[src/hdl/lat_pkg.sv]
package lat_pkg;

    localparam int MAX_WIDTH  = 64;
    localparam int MAX_HEIGHT = 64;
    localparam int COL_W      = $clog2(MAX_WIDTH);
    localparam int ROW_W      = $clog2(MAX_HEIGHT);
    localparam int ADDR_W     = COL_W + ROW_W;
    localparam int CELLS      = MAX_WIDTH * MAX_HEIGHT;
    localparam int DIM_W      = 7;
    localparam int ENTRY_W    = 5;
    localparam int COUNT_W    = 4;
    localparam int MODE_W     = 2;
    localparam int CFG_IDX_W  = 1;
    localparam int STEP_W     = 4;

    localparam logic [STEP_W-1:0]  STEP_LAST = STEP_W'(8);
    localparam logic [ENTRY_W-1:0] ALIVE_BIT = ENTRY_W'(8'h01);
    localparam logic [ENTRY_W-1:0] COUNT_ONE = ENTRY_W'(8'h02);
    localparam logic [COUNT_W-1:0] COUNT_SURVIVE = COUNT_W'(2);
    localparam logic [COUNT_W-1:0] COUNT_BIRTH   = COUNT_W'(3);
    localparam logic [DIM_W-1:0]   DIM_MIN = DIM_W'(3);

    localparam logic [MODE_W-1:0] MODE_SET_ALIVE = 2'd0;
    localparam logic [MODE_W-1:0] MODE_SET_DEAD  = 2'd1;
    localparam logic [MODE_W-1:0] MODE_READ      = 2'd2;
    localparam logic [MODE_W-1:0] MODE_GENERATE  = 2'd3;

    localparam logic [CFG_IDX_W-1:0] REG_GRID_WIDTH  = 1'b0;
    localparam logic [CFG_IDX_W-1:0] REG_GRID_HEIGHT = 1'b1;

    typedef enum logic [3:0] {
        ST_CLEAR,
        ST_IDLE,
        ST_DECODE,
        ST_CHECK_RD,
        ST_CHECK,
        ST_PUT_RD,
        ST_PUT_WR,
        ST_COPY_RD,
        ST_COPY_WR,
        ST_SCAN_RD,
        ST_SCAN_EV,
        ST_OUT
    } lat_state_t;

    typedef struct packed {
        logic load_item;
        logic use_step;
        logic cell_wr_put;
        logic cell_wr_clear;
        logic snap_wr;
        logic res_from_now;
        logic res_from_tgt;
        logic tgt_from_scan;
        logic step_clr;
        logic step_inc;
        logic advance;
        logic clear_advance;
        logic pos_clr;
        logic out_load;
    } lat_cmd_t;

    typedef struct packed {
        logic now_alive;
        logic tgt_alive;
        logic mode_read;
        logic mode_gen;
        logic coord_err;
        logic step_last;
        logic scan_last;
        logic clear_last;
        logic gen_change;
        logic out_busy;
    } lat_stat_t;

    function automatic logic [DIM_W-1:0] clamp_dim(input logic [DIM_W-1:0] v,
                                                   input logic [DIM_W-1:0] hi);
        logic [DIM_W-1:0] r;
        if (v < DIM_MIN)
            r = DIM_MIN;
        else if (v > hi)
            r = hi;
        else
            r = v;
        return r;
    endfunction

endpackage

[src/hdl/lat_ctrl.sv]
module lat_ctrl (
    input  logic               clk,
    input  logic               rst_n,
    input  logic               in_valid,
    output logic               in_ready,
    input  lat_pkg::lat_stat_t stat,
    output lat_pkg::lat_cmd_t  cmd
);

    lat_pkg::lat_state_t state_reg, state_next;

    always_ff @(posedge clk or negedge rst_n)
    begin
        if (!rst_n)
            state_reg <= lat_pkg::ST_CLEAR;
        else
            state_reg <= state_next;
    end

    always_comb
    begin
        state_next = state_reg;
        cmd        = '0;
        in_ready   = 1'b0;
        case (state_reg)
            lat_pkg::ST_CLEAR:
            begin
                cmd.cell_wr_clear = 1'b1;
                cmd.clear_advance = 1'b1;
                if (stat.clear_last)
                    state_next = lat_pkg::ST_IDLE;
            end
            lat_pkg::ST_IDLE:
            begin
                in_ready = 1'b1;
                if (in_valid)
                begin
                    cmd.load_item = 1'b1;
                    state_next    = lat_pkg::ST_DECODE;
                end
            end
            lat_pkg::ST_DECODE:
            begin
                if (stat.mode_gen)
                begin
                    cmd.pos_clr = 1'b1;
                    state_next  = lat_pkg::ST_COPY_RD;
                end
                else if (stat.coord_err)
                    state_next = lat_pkg::ST_OUT;
                else
                    state_next = lat_pkg::ST_CHECK_RD;
            end
            lat_pkg::ST_CHECK_RD:
                state_next = lat_pkg::ST_CHECK;
            lat_pkg::ST_CHECK:
            begin
                // a set to the state already held changes nothing
                if (stat.mode_read || stat.now_alive == stat.tgt_alive)
                begin
                    cmd.res_from_now = 1'b1;
                    state_next       = lat_pkg::ST_OUT;
                end
                else
                begin
                    cmd.res_from_tgt = 1'b1;
                    cmd.step_clr     = 1'b1;
                    state_next       = lat_pkg::ST_PUT_RD;
                end
            end
            lat_pkg::ST_PUT_RD:
            begin
                cmd.use_step = 1'b1;
                state_next   = lat_pkg::ST_PUT_WR;
            end
            lat_pkg::ST_PUT_WR:
            begin
                cmd.use_step    = 1'b1;
                cmd.cell_wr_put = 1'b1;
                cmd.step_inc    = 1'b1;
                if (!stat.step_last)
                    state_next = lat_pkg::ST_PUT_RD;
                else if (!stat.mode_gen)
                    state_next = lat_pkg::ST_OUT;
                else
                begin
                    cmd.advance = 1'b1;
                    state_next  = stat.scan_last ? lat_pkg::ST_OUT : lat_pkg::ST_SCAN_RD;
                end
            end
            lat_pkg::ST_COPY_RD:
                state_next = lat_pkg::ST_COPY_WR;
            lat_pkg::ST_COPY_WR:
            begin
                cmd.snap_wr = 1'b1;
                if (stat.scan_last)
                begin
                    cmd.pos_clr = 1'b1;
                    state_next  = lat_pkg::ST_SCAN_RD;
                end
                else
                begin
                    cmd.advance = 1'b1;
                    state_next  = lat_pkg::ST_COPY_RD;
                end
            end
            lat_pkg::ST_SCAN_RD:
                state_next = lat_pkg::ST_SCAN_EV;
            lat_pkg::ST_SCAN_EV:
            begin
                if (stat.gen_change)
                begin
                    cmd.tgt_from_scan = 1'b1;
                    cmd.step_clr      = 1'b1;
                    state_next        = lat_pkg::ST_PUT_RD;
                end
                else
                begin
                    cmd.advance = 1'b1;
                    state_next  = stat.scan_last ? lat_pkg::ST_OUT : lat_pkg::ST_SCAN_RD;
                end
            end
            lat_pkg::ST_OUT:
            begin
                if (!stat.out_busy)
                begin
                    cmd.out_load = 1'b1;
                    state_next   = lat_pkg::ST_IDLE;
                end
            end
            default:
                state_next = lat_pkg::ST_IDLE;
        endcase
    end

endmodule

[config.mk]
export PLATFORM = sky130hd
export DESIGN_NAME = lat_ctrl
export DESIGN_NICKNAME = d
export VERILOG_FILES = /design/src/hdl/lat_pkg.sv /design/src/hdl/lat_ctrl.sv
export SDC_FILE = /design/constraint.sdc
export NUM_CORES = 1
export LEC_CHECK = 0
export ABC_AREA = 1
export BUFFER_PORTS_ARGS = -buffer_cell sky130_fd_sc_hd__buf_2
export CORE_AREA = 4 4 41 43
export DETAILED_ROUTE_END_ITERATION = 12
export DIE_AREA = 0 0 45 47
export PLACE_DENSITY = 0.66
export SETUP_SLACK_MARGIN = 0.2
export SLEW_MARGIN = 30
export SYNTH_ARGS = -nofsm -noshare
export SYNTH_HDL_FRONTEND = slang
export SYNTH_SLANG_ARGS = --single-unit
[constraint.sdc]
create_clock -name clk -period 3.36 [get_ports clk]
set_clock_uncertainty 0.1 [all_clocks]
set_input_delay 0 -clock clk [delete_from_list [all_inputs] [get_ports clk]]
set_output_delay 0 -clock clk [all_outputs]
set_load 0.005 [all_outputs]
==> results.md, run 1 <==
* Drt total wl at 1360 um
* Most frequent cells in the layout: 29 x nand2_1, 27 x buf_2, 16 x nor2_1
* Setup-failing EPs final at 0
* Power Dens Cells at 666 nW/um^2
* RD Place Congestion at 0.869
* Post-DR vias/cell at 4.68
* Synth cell types at 15
* Register area share after synthesis at 19.9%
* Clock slew seen by the registers of the worst setup and hold paths at 40 ps
* Leak at 0.000487 uW
* Post-route ant nets at 0
* WS Path Type: reg2out
* Die Wd at 45 um
* DRC at 0
* Area of the mapped netlist at 504 sq um
* First-pass GRT wire length at 2390 um
* CP Launch Type: flip-flop
* CTS Sinks at 4
* GRT met3 Usage at 4.60%
* Fin cells at 143
* Nets at 143
* Crit path time final at 1520 ps
* Synth warn at 0
* # fillers at 134
* Total track usage at 15.1%
* Req. time, crit path at 3260 ps
* TritonCTS clock tree: yes
* Number of diodes at 0
* Slew margin rel. at 82.2%
* Initial Util at 38.8%
* Dpl cells at 134
* Worst-skew pair later-pin latency at 230 ps
* Sum of negative setup slack at 0 ps
* Post-DP HPWL at 1150 um
* Grt met2 use at 26.6%
* Peak supply drop at 0.333 mV
* Final hold violations at 0
* Slew Viols, Final at 0
* Max Cap Viol at 0
* Die Footprint at 2120 sq um
* Unrepaired setup endpoints after global routing: false
* Syn_nets at 107
* Final worst-path cycle share at 45.2%
* Largest net degree at the start of global routing at 7
* CP Capture Type: output pin
* Area delta synth->final at 43.9%
* Final worst setup slack at 1840 ps
* Worst endpoint data arrival time at 1420 ps
* Overall Power at 483 uW
* Io pins at 28
* Port Buffers at 27
* Clock root buffer: clkbuf_4
* Most common cell after layout, fill and taps aside: nand2_1
* Starting DRT DRC Count at 22
* Share of layout cells above drive strength 1 at 36.7%
* H-tree depth at 1
* Synthesized flop and latch total at 4
* Drt first pass iters at 4
* Initial antenna violation count at 0
* Busiest metal layer after global routing: met2
* Hold WC Path Type: in2reg
* Worst-margin pin slew at 268 ps
* Routed len/inst at 9.48 um
* Status: complete, no violations
* Core footprint at 1300 sq um
* Max FO, Critical Path at 6
* Setup WS pre-CTS at 2000 ps
* Global-route met1 utilization at 18.9%
* Bufs on Longest Clock Path at 2
* Syn avg cell area at 5.36 sq um
* Row cnt at 13
* Total CTS buffers at 3
* Max reg flops at 4
* Fmax at 658 MHz
* Vias at 669
* Chip Height at 47 um
* GRT overflow at 0
* Cells after Synth at 94
* Vias in the first global route at 615
-- cells in the mapped netlist --
| master | instances | area (sq um) |
|---|---|---|
| nor4_1 | 1 | 6.26 |
| nand3_2 | 1 | 10.0 |
| nor2_1 | 16 | 60.1 |
| buf_4 | 2 | 15.0 |
| nand3b_1 | 1 | 7.51 |
| a21oi_1 | 3 | 15.0 |
| nor2_4 | 1 | 11.3 |
| nor3_1 | 2 | 10.0 |
| nand2_1 | 29 | 109 |
| nor2_2 | 5 | 31.3 |
| nand3_1 | 8 | 40.0 |
| nand2_2 | 4 | 25.0 |
| inv_1 | 11 | 41.3 |
| dfrtp_1 | 4 | 100 |
| inv_2 | 6 | 22.5 |
-- power by group --
part           switching, uW  internal, uW  leakage (uW)
combinational            194           123      0.000423
sequential              35.1          71.8     0.0000495
clock                   19.9          40.0     0.0000138
total                    248           235      0.000487
-- metal layers --
layer | vias up | routed length (um)
li1 | 354 | -
met1 | 288 | 574
met2 | 27 | 687
met3 | 0 | 94
met4 | 0 | 0
met5 | - | 0
-- stage by stage --
step                      instance area [sq um]  hold slack [ps]  util, %
after detailed placement                    643             -292     49.4
final                                       726             46.5     55.8
after CTS                                   726             40.3     55.8
after global routing                        726             82.4     55.8
after global placement                      643             -291     49.4
after floorplan                             504             -396        -
-- worst max-delay path: stages, from the launching register on --
cell	delay [ps]
dfrtp_1	480
inv_2	70
nor2_2	200
nand2_2	90
nor2_1	140
nor2_1	70
inv_1	50
buf_2	100
-- area by class of cell --
class / count / area, sq um / share of cell area [%]
Multi-Input combinational cell: 71 / 325 / 44.8
Tap cell: 15 / 18.8 / 2.59
Clock buffer: 3 / 22.5 / 3.10
Inverter: 17 / 63.8 / 8.79
Timing Repair Buffer: 33 / 195 / 26.9
Sequential cell: 4 / 100 / 13.8
-- path summary, 6_finish.rpt --
kind                              start      endpoint  slack (ps)  cells after the start
max                        state_reg[2]        cmd[5]        1840                      7
min                             stat[4]  state_reg[3]          50                      5
max reg2reg                state_reg[2]  state_reg[1]        1990                      8
min reg2reg                state_reg[3]  state_reg[0]         620                      2
max in group asynchronous         rst_n  state_reg[0]        1930                      4
min in group asynchronous         rst_n  state_reg[2]         530                      3
-- timing repair --
action,CTS,global route
buffers inserted,0,0
gates resized for setup,0,0
hold buffers,6,0
endpoints found under the hold margin,7,0
-- cell families after synthesis --
kind of cell | after synthesis | synth area share [%]
AO/OA/AOI/OAI | 3 | 2.98
buffers and inverters | 19 | 15.6
flip-flops | 4 | 19.9
AND/OR/NAND/NOR | 68 | 61.5
Power figures use the tool's default switching activity.
==> run 2: changes to the inputs <==
--- a/config.mk
+++ b/config.mk
@@ -7,10 +7,10 @@
 export LEC_CHECK = 0
 export ABC_AREA = 1
 export BUFFER_PORTS_ARGS = -buffer_cell sky130_fd_sc_hd__buf_2
-export CORE_AREA = 4 4 41 43
+export CORE_MARGIN = 4
+export CORE_UTILIZATION = 38
 export DETAILED_ROUTE_END_ITERATION = 12
-export DIE_AREA = 0 0 45 47
-export PLACE_DENSITY = 0.66
+export PLACE_DENSITY = 0.69
 export SETUP_SLACK_MARGIN = 0.2
 export SLEW_MARGIN = 30
 export SYNTH_ARGS = -nofsm -noshare
==> constraint.sdc (replaced) <==
create_clock -name clk -period 1.37 [get_ports clk]
set_clock_uncertainty 0.1 [all_clocks]
set_input_delay 0 -clock clk [delete_from_list [all_inputs] [get_ports clk]]
set_output_delay 0 -clock clk [all_outputs]
set_load 0.005 [all_outputs]
==> results.md, run 2 (synthesis results as in run 1) <==
* Unrepaired setup endpoints after global routing: true
* DRC at 0
* Hold WC Path Type: in2reg
* Nets at 153
* Slew margin rel. at 80.0%
* Max Cap Viol at 0
* Starting DRT DRC Count at 37
* Multi-input logic area at 409 sq um
* Final worst-path cycle share at 111%
* CP Launch Type: flip-flop
* Crit path time final at 1520 ps
* Initial Util at 43.1%
* Initial antenna violation count at 0
* Routed len/inst at 13.4 um
* Hold EP: state_reg[2]
* RD Place Congestion at 0.793
* Reg-to-Reg End: state_reg[1]
* WS Path Type: reg2out
* Leak at 0.000558 uW
* FF+latch area at 104 sq um
* Overall Power at 1730 uW
* Hold Path Depth at 4
* Total CTS buffers at 3
* Post-DP HPWL at 1180 um
* Die Footprint at 1970 sq um
* Failing checks: setup timing
* Peak supply drop at 1.15 mV
* RR Startpoint: state_reg[2]
* # fillers at 90
* Clock slew seen by the registers of the worst setup and hold paths at 50 ps
* Fmax at 657 MHz
* Max reg flops at 4
* H-tree depth at 1
* Final hold violations at 0
* Area delta synth->final at 82.1%
* Core footprint at 1170 sq um
* Most common cell after layout, fill and taps aside: buf_2
* Final worst setup slack at -151 ps
* Worst-margin pin slew at 298 ps
* Setup WS pre-CTS at 44.3 ps
* Worst endpoint data arrival time at 1420 ps
* Port Buffers at 27
* Worst r2r path cells at 9
* Vias in the first global route at 714
* GRT overflow at 0
* Worst R2R Setup Slack at -80 ps
* Drt first pass iters at 5
* Setup-failing EPs final at 16
* Row cnt at 12
* Share of layout cells above drive strength 1 at 54.7%
* Post-route ant nets at 0
* Number of diodes at 0
* TritonCTS clock tree: yes
* CTS Sinks at 4
* Die Wd at 44.4 um
* Max FO, Critical Path at 4
* CP Capture Type: output pin
* Worst-skew pair later-pin latency at 250 ps
* Hold Path Origin: stat[4]
* Drt total wl at 2050 um
* Req. time, crit path at 1270 ps
* Status: finished, violations left
* First-pass GRT wire length at 3100 um
* Largest net degree at the start of global routing at 7
* Chip Height at 44.4 um
* Io pins at 28
* Total track usage at 21.4%
* Post-DR vias/cell at 5.12
* Bufs on Longest Clock Path at 2
* Most frequent cells in the layout: 26 x buf_2, 24 x nand2_1, 12 x nor2_1
* Vias at 784
* Clock root buffer: clkbuf_4
* Slew Viols, Final at 0
* Power Dens Cells at 1880 nW/um^2
-- run 2: cell types whose count changed in the layout (fill, tap and decap cells not counted), moves of 2 or more --
cell,change
nor2_4,+7
nand2_1,-5
dfrtp_1,-3
buf_6,+4
nor2_2,-3
nor2_1,-4
inv_1,-4
inv_2,+4
buf_4,+7
nand2_2,+2
nand2_4,+3
dfrtp_2,+3
-- run 2: worst max-delay path by stage --
stage                     depth (start not counted)  slack [ps]            to          from
final                                             7        -150        cmd[5]  state_reg[3]
after CTS                                         6         -50        cmd[3]  state_reg[3]
after global routing                              7        -210        cmd[5]  state_reg[2]
after global placement                            8           6  state_reg[1]  state_reg[3]
after floorplan                                   8         180  state_reg[1]  state_reg[3]
after detailed placement                          7          40  state_reg[1]  state_reg[2]
-- run 2: what timing repair did --
action	in CTS	in global routing
pin swaps	6	2
hold buffers	5	0
endpoints found under the setup margin	19	19
endpoints found under the hold margin	6	0
setup buffers	8	2
cloned	0	0
resized for setup	23	4
-- run 2: where the power goes --
part           switching [uW]  internal, uW  leakage [uW]  total [uW]
clock                    69.8           111     0.0000150         180
sequential                144           183     0.0000459         327
combinational             677           544      0.000498        1220
total                     891           838      0.000558        1730
-- run 2: per-stage QoR --
step                      instances  utilization (%)  hold slack (ps)  setup TNS (ps)  instance area (sq um)
after global placement          134             56.5             -290               0                    662
final                           153             78.4             25.6            -880                    918
after CTS                       151             75.4             10.0            -168                    883
after floorplan                  94                -             -396               0                    517
after global routing            153             78.4             21.2           -1840                    918
after detailed placement        134             56.5             -284               0                    662
-- run 2: critical path, stage by stage, from the launching register on --
cell and delay [ps]:
dfrtp_2 440, inv_2 90, nor2_4 180, nand2_2 80, nor2_2 130, nor2_1 100
inv_1 50, buf_2 100
-- run 2: layout make-up --
type / instances / share of cell area, %
timing repair buffer: 43 / 32.4
tap: 14 / 1.91
sequential: 4 / 11.3
clock buffer: 4 / 2.86
multi-input combinational: 71 / 44.6
inverter: 17 / 6.95
-- run 2: layer usage --
layer / GRT usage, % / share of wire [%]
met1: 26.9 / 40
met2: 36.3 / 47
met3: 2.85 / 9.0
met4: 9.04 / 3.7
met5: 0 / 0
